--- src/two_class_buffer_pool_allocator_unit_macros.svh ---
// assertion macros used by the buffer pool allocator datapath
`ifndef TWO_CLASS_BUFFER_POOL_ALLOCATOR_UNIT_MACROS_SVH
`define TWO_CLASS_BUFFER_POOL_ALLOCATOR_UNIT_MACROS_SVH

// same-cycle implication on clk, disabled in reset
`define TCBPA_ASSERT_IMPL(label, ante, cons) \
    label: assert property (@(posedge clk) disable iff (!rst_n) (ante) |-> (cons)) \
        else $error("tcbpa assertion failed");

// next-cycle implication on clk, disabled in reset
`define TCBPA_ASSERT_NEXT(label, ante, cons) \
    label: assert property (@(posedge clk) disable iff (!rst_n) (ante) |=> (cons)) \
        else $error("tcbpa assertion failed");

`endif

--- src/tcbpa_pkg.sv ---
// types and constants of the two-class buffer pool allocator
`timescale 1ns / 1ps

package tcbpa_pkg;

    localparam logic KIND_ALLOC = 1'b0;
    localparam logic KIND_FREE  = 1'b1;

    localparam logic [1:0] CFG_SMALL_BYTES  = 2'd0;
    localparam logic [1:0] CFG_LARGE_BYTES  = 2'd1;
    localparam logic [1:0] CFG_HEADER_BYTES = 2'd2;

    localparam logic [15:0] SMALL_BYTES_RESET  = 16'd2048;
    localparam logic [15:0] LARGE_BYTES_RESET  = 16'd16384;
    localparam logic [11:0] HEADER_BYTES_RESET = 12'd128;

    typedef enum logic [2:0] {
        STAT_OK           = 3'd0,
        STAT_TOO_LARGE    = 3'd1,
        STAT_EMPTY        = 3'd2,
        STAT_ALREADY_FREE = 3'd3,
        STAT_BAD_ID       = 3'd4
    } status_t;

    typedef enum logic [1:0] {
        S_CLEAR,
        S_IDLE,
        S_EXEC
    } state_t;

    typedef struct packed {
        logic        kind;
        logic [15:0] request_size;
        logic [10:0] buffer_id;
    } req_payload_t;

    typedef struct packed {
        logic [2:0]  status;
        logic [10:0] granted_id;
        logic [10:0] small_free_count;
        logic [7:0]  large_free_count;
    } rsp_payload_t;

    typedef struct packed {
        logic accept;
        logic commit;
        logic clear;
    } ctrl_cmd_t;

    typedef struct packed {
        logic out_room;
        logic clear_last;
    } dp_status_t;

endpackage

--- src/tcbpa_ctrl.sv ---
// controller state machine: clearing pass, accept and commit sequencing
`timescale 1ns / 1ps

module tcbpa_ctrl (
    input  logic                   clk,
    input  logic                   rst_n,
    input  tcbpa_pkg::dp_status_t  stat,
    input  logic                   req_valid,
    output logic                   req_ready,
    output tcbpa_pkg::ctrl_cmd_t   cmd
);

    tcbpa_pkg::state_t state_reg;
    tcbpa_pkg::state_t state_next;

    always_ff @(posedge clk or negedge rst_n)
    begin
        if (!rst_n)
        begin
            state_reg <= tcbpa_pkg::S_CLEAR;
        end
        else
        begin
            state_reg <= state_next;
        end
    end

    always_comb
    begin
        state_next = state_reg;
        req_ready  = 1'b0;
        cmd        = '0;
        unique case (state_reg)
            tcbpa_pkg::S_CLEAR:
            begin
                cmd.clear = 1'b1;
                if (stat.clear_last)
                begin
                    state_next = tcbpa_pkg::S_IDLE;
                end
            end
            tcbpa_pkg::S_IDLE:
            begin
                req_ready = 1'b1;
                if (req_valid)
                begin
                    cmd.accept = 1'b1;
                    state_next = tcbpa_pkg::S_EXEC;
                end
            end
            tcbpa_pkg::S_EXEC:
            begin
                // wait here only while the output register holds an untaken result
                if (stat.out_room)
                begin
                    cmd.commit = 1'b1;
                    state_next = tcbpa_pkg::S_IDLE;
                end
            end
            default:
            begin
                state_next = tcbpa_pkg::S_IDLE;
            end
        endcase
    end

endmodule

--- config.mk ---
export PLATFORM = sky130hd
export DESIGN_NAME = tcbpa_ctrl
export DESIGN_NICKNAME = d
export VERILOG_FILES = /design/src/two_class_buffer_pool_allocator_unit_macros.svh /design/src/tcbpa_pkg.sv /design/src/tcbpa_ctrl.sv
export SDC_FILE = /design/constraint.sdc
export NUM_CORES = 1
export LEC_CHECK = 0
export ABC_CLOCK_PERIOD_IN_PS = 900
export BUFFER_PORTS_ARGS = -buffer_cell sky130_fd_sc_hd__buf_2
export CAP_MARGIN = 20
export CORE_AREA = 2 2 39 41
export DETAILED_ROUTE_END_ITERATION = 6
export DIE_AREA = 0 0 41 43
export HOLD_SLACK_MARGIN = 0.05
export SETUP_SLACK_MARGIN = 0.15
export SYNTH_ARGS = -nofsm -noshare
export SYNTH_HDL_FRONTEND = slang
export SYNTH_SLANG_ARGS = --single-unit
--- constraint.sdc ---
create_clock -name clk -period 0.9 [get_ports clk]
set_clock_uncertainty 0.1 [all_clocks]
set_input_delay 0.09 -clock clk [delete_from_list [all_inputs] [get_ports clk]]
set_output_delay 0.09 -clock clk [all_outputs]
set_load 0.1 [all_outputs]
# After elaboration in Yosys (flattened, before gate mapping)
# Index checks and enable logic that the tools add are counted.
totals:
  mem_bits_rw: 0
  mem_bits_ro: 0
  memories: 0
  in_bits: 5
  wordCells: 18
  output_inout_bits: 4
  latchBits: 0
  ff_bits: 2
op_classes:
  mux: 10
  bitwise: 0
  n_reduce_logical: 2
  mul: 0
  n_addsub: 0
  shift: 0
  div: 0
  n_eq_ne: 5
  n_lt_le_gt_ge: 0
op_table:
  columns: ["op", "count"]
  rows:
  - ["1-bit two-way mux", 6]
  - ["2-bit two-way mux", 3]
  - ["2-bit != test, second input constant", 3]
  - ["2-bit one-hot mux with 3 select lines", 1]
  - ["3-bit AND reduction", 1]
  - ["2-bit by 1-bit == test with 1-bit output, second input constant", 1]
  - ["2-bit == test, second input constant", 1]
  - ["2-bit logical NOT", 1]

# Longest topological paths before layout
logic_depth:
  ltp_word: 3
  depth_mapped: 2

# Worst setup path before layout
# Ideal clock, no wire load.
synth_path:
  kind: "register to output"
  start: "register state_reg[0]"
  end: "output cmd[1] in the netlist's numbering"
  path_stages_with_launch: 2
  slack_ns: -1.913
  n_path_buf: 0
  arrival_time_ns: 2.623
  cell_sequence: "dfrtp_1 > nor3b_1"
synth_lines:
  columns: ["element", "line", "text"]
  rows:
  - ["start: declaration", "tcbpa_ctrl.sv:13", "tcbpa_pkg::state_t state_reg;"]
  - ["start signal: assignment", "tcbpa_ctrl.sv:20", "state_reg <= tcbpa_pkg::S_CLEAR;"]
  - ["start signal: assignment", "tcbpa_ctrl.sv:24", "state_reg <= state_next;"]
  - ["end: declaration", "tcbpa_ctrl.sv:10", "output tcbpa_pkg::ctrl_cmd_t cmd"]

==> metrics.csv <==
metric;value;unit
status;finished, violations left;
failed_checks;negative setup slack;
post-route-cell-area;358;um^2
rsz0062_at_grt;yes;
initial_core_util;8.32;%
cts_made_buffers;3;
routed-wl-met2;234;um
cts_tree;done;
antenna_found_initial;0;
yosys-top-cells-count;2 x dfrtp_1, 2 x nand2b_1, 2 x nor3b_1;
syn_nets;17;
numPortBuffers;8;
routed_wl;374;um
path_class;register to primary output;
io_pins;9;
synth-seq-area-share;43.5;%
place_hpwl;271;um
via_count;156;
synth_edf_count;0;
routed-wl-met3;11;um
synth_top_area_share;43.5;%
clock_latency;0.23;ns
critPathLaunchType;register;
largest_reg_flops;2;
rows;14;
place_ws;-0.240;ns
grt_max_degree;6;
final-hold-violation-count;0;
regArea;51.3;um^2
drcViolationCount;0;
crit_fanout;5;
gr-usage-all-layers;6.01;%
synth_flop_cell;dfrtp_1;
drt_first_pass_iters;1;
dieHeight;43;um
worstMarginPinSlew;0.183;ns
clock_path_buffers;2;
multi_input_area;101;um^2
wl_per_cell;8.13;um
wl_met1;128;um
drtIter0Drc;0;
min_period_over_period;144;%
max-slew-margin-rel;87.8;%
setup.worst_path.end_class;primary output;
final_max_slew_viol_count;0;
crit_required;0.71;ns
grt_pass1_vias;182;
gp_congestion;0.603;
synth-async-reset-ratio;100;%
avgSynthCellArea;9.59;um^2
synth_cell_type_count;9;
cts_sinks;2;
drive_gt1_share;83.3;%
via_per_inst;3.39;
maxCapViolCount;0;
yosys.area.top_type;dfrtp_1;
grt_pass1_wl;634;um
core-area;1380;um^2
synthesis.instances;12;
finalCriticalPeriod;1.29;ns
setup_ws;-0.393;ns
cts.clk_slew.worst_paths;0.03;ns
finalSetupViolations;6;
syn2layout_area_growth;211;%
dieWidth;41;um
top_layer;met3;
n_antenna_cell;0;
htree_num_levels;1;
finalSetupTns;-2.24;ns
fin_cells;46;
post_dp_cell_area;259;um^2
ant_nets;0;
yosys_warnings;0;
nets;36;
root_buffer;clkbuf_4;
die_area;1760;um^2
mappedNetlistArea;115;um^2
overflow;0;
ys_ff_latch;2;
hold_class;input port to register;
fmax;773;MHz
nFillCells;151;
yosys-top-cells-area;dfrtp_1 43%, nor3b_1 13%, nand2b_1 11%;
crit_arrival;1.10;ns
dp_cells;37;
[timing repair]
item	CTS	global route
pin swaps	4	3
setup endpoints to repair	6	6
hold buffers	1	0
setup buffers	3	1
gates resized for setup	3	4
hold endpoints to repair	3	0
[stage by stage]
step / hold slack, ns / util (%)
finish: 0.0591 / 25.9
global route: 0.0546 / 25.9
CTS: 0.0305 / 23.6
detailed placement: -0.218 / 18.7
global placement: -0.222 / 18.7
floorplan: -0.306 / -
[cell type report]
class                   count  area share [%]
clock buffers               4            7.34
repair buffers             14            43.4
well taps                  16            5.59
flip-flops and latches      2            14.3
multi-input cells           9            28.3
inverters                   1            1.05
[cell families (layout without fill, tap and decap cells)]
logic type,Yosys count,count (layout),synth area share [%]
flip-flops,2,2,43.5
AO/OA/AOI/OAI,1,1,5.44
buffers and inverters,1,19,3.26
AND/OR/NAND/NOR,8,8,47.8
[per-layer routing]
layer	up-vias	GRT usage (%)
met5	-	0
met4	0	10.0
met3	0	1.57
met2	4	7.81
met1	76	5.43
li1	76	-
[worst max-delay path: stages (launching register included)]
cell and delay, ns:
dfrtp_2 0.44, nor3b_4 0.24, buf_12 0.20
[path summary, 6_finish.rpt]
kind / from / endpoint / slack [ns] / cells past startpoint
worst min-delay path: stat[0] / state_reg[0]$_DFFE_PN0P_ / 0.06 / 3
worst max register to register: state_reg[0]$_DFFE_PN0P_ / state_reg[1]$_DFFE_PN0P_ / -0.37 / 5
min in group asynchronous: rst_n / state_reg[0]$_DFFE_PN0P_ / 0.08 / 2
max in group asynchronous: rst_n / state_reg[0]$_DFFE_PN0P_ / 0.51 / 2
worst min register to register: state_reg[1]$_DFFE_PN0P_ / state_reg[0]$_DFFE_PN0P_ / 0.61 / 3
worst max-delay path: state_reg[0]$_DFFE_PN0P_ / cmd[1] / -0.39 / 2
[placed cells by master (no fill, tap or decap)]
| cell | instances |
|---|---|
| dfrtp_1 | 1 |
| and2b_2 | 1 |
| nand2b_1 | 1 |
| nor2_2 | 1 |
| buf_2 | 4 |
| nor3b_4 | 2 |
| nand2b_4 | 1 |
| inv_2 | 1 |
| buf_12 | 4 |
| clkbuf_1 | 1 |
| and3b_2 | 1 |
| or2_1 | 1 |
| a31oi_2 | 1 |
| buf_6 | 2 |
| dfrtp_2 | 1 |
| dlygate4sd3_1 | 1 |
| clkbuf_4 | 3 |
| buf_4 | 3 |
Power is left out: the tool's default activity adds up to more than one toggle a clock period on the data nets, which glitch-free logic cannot reach.
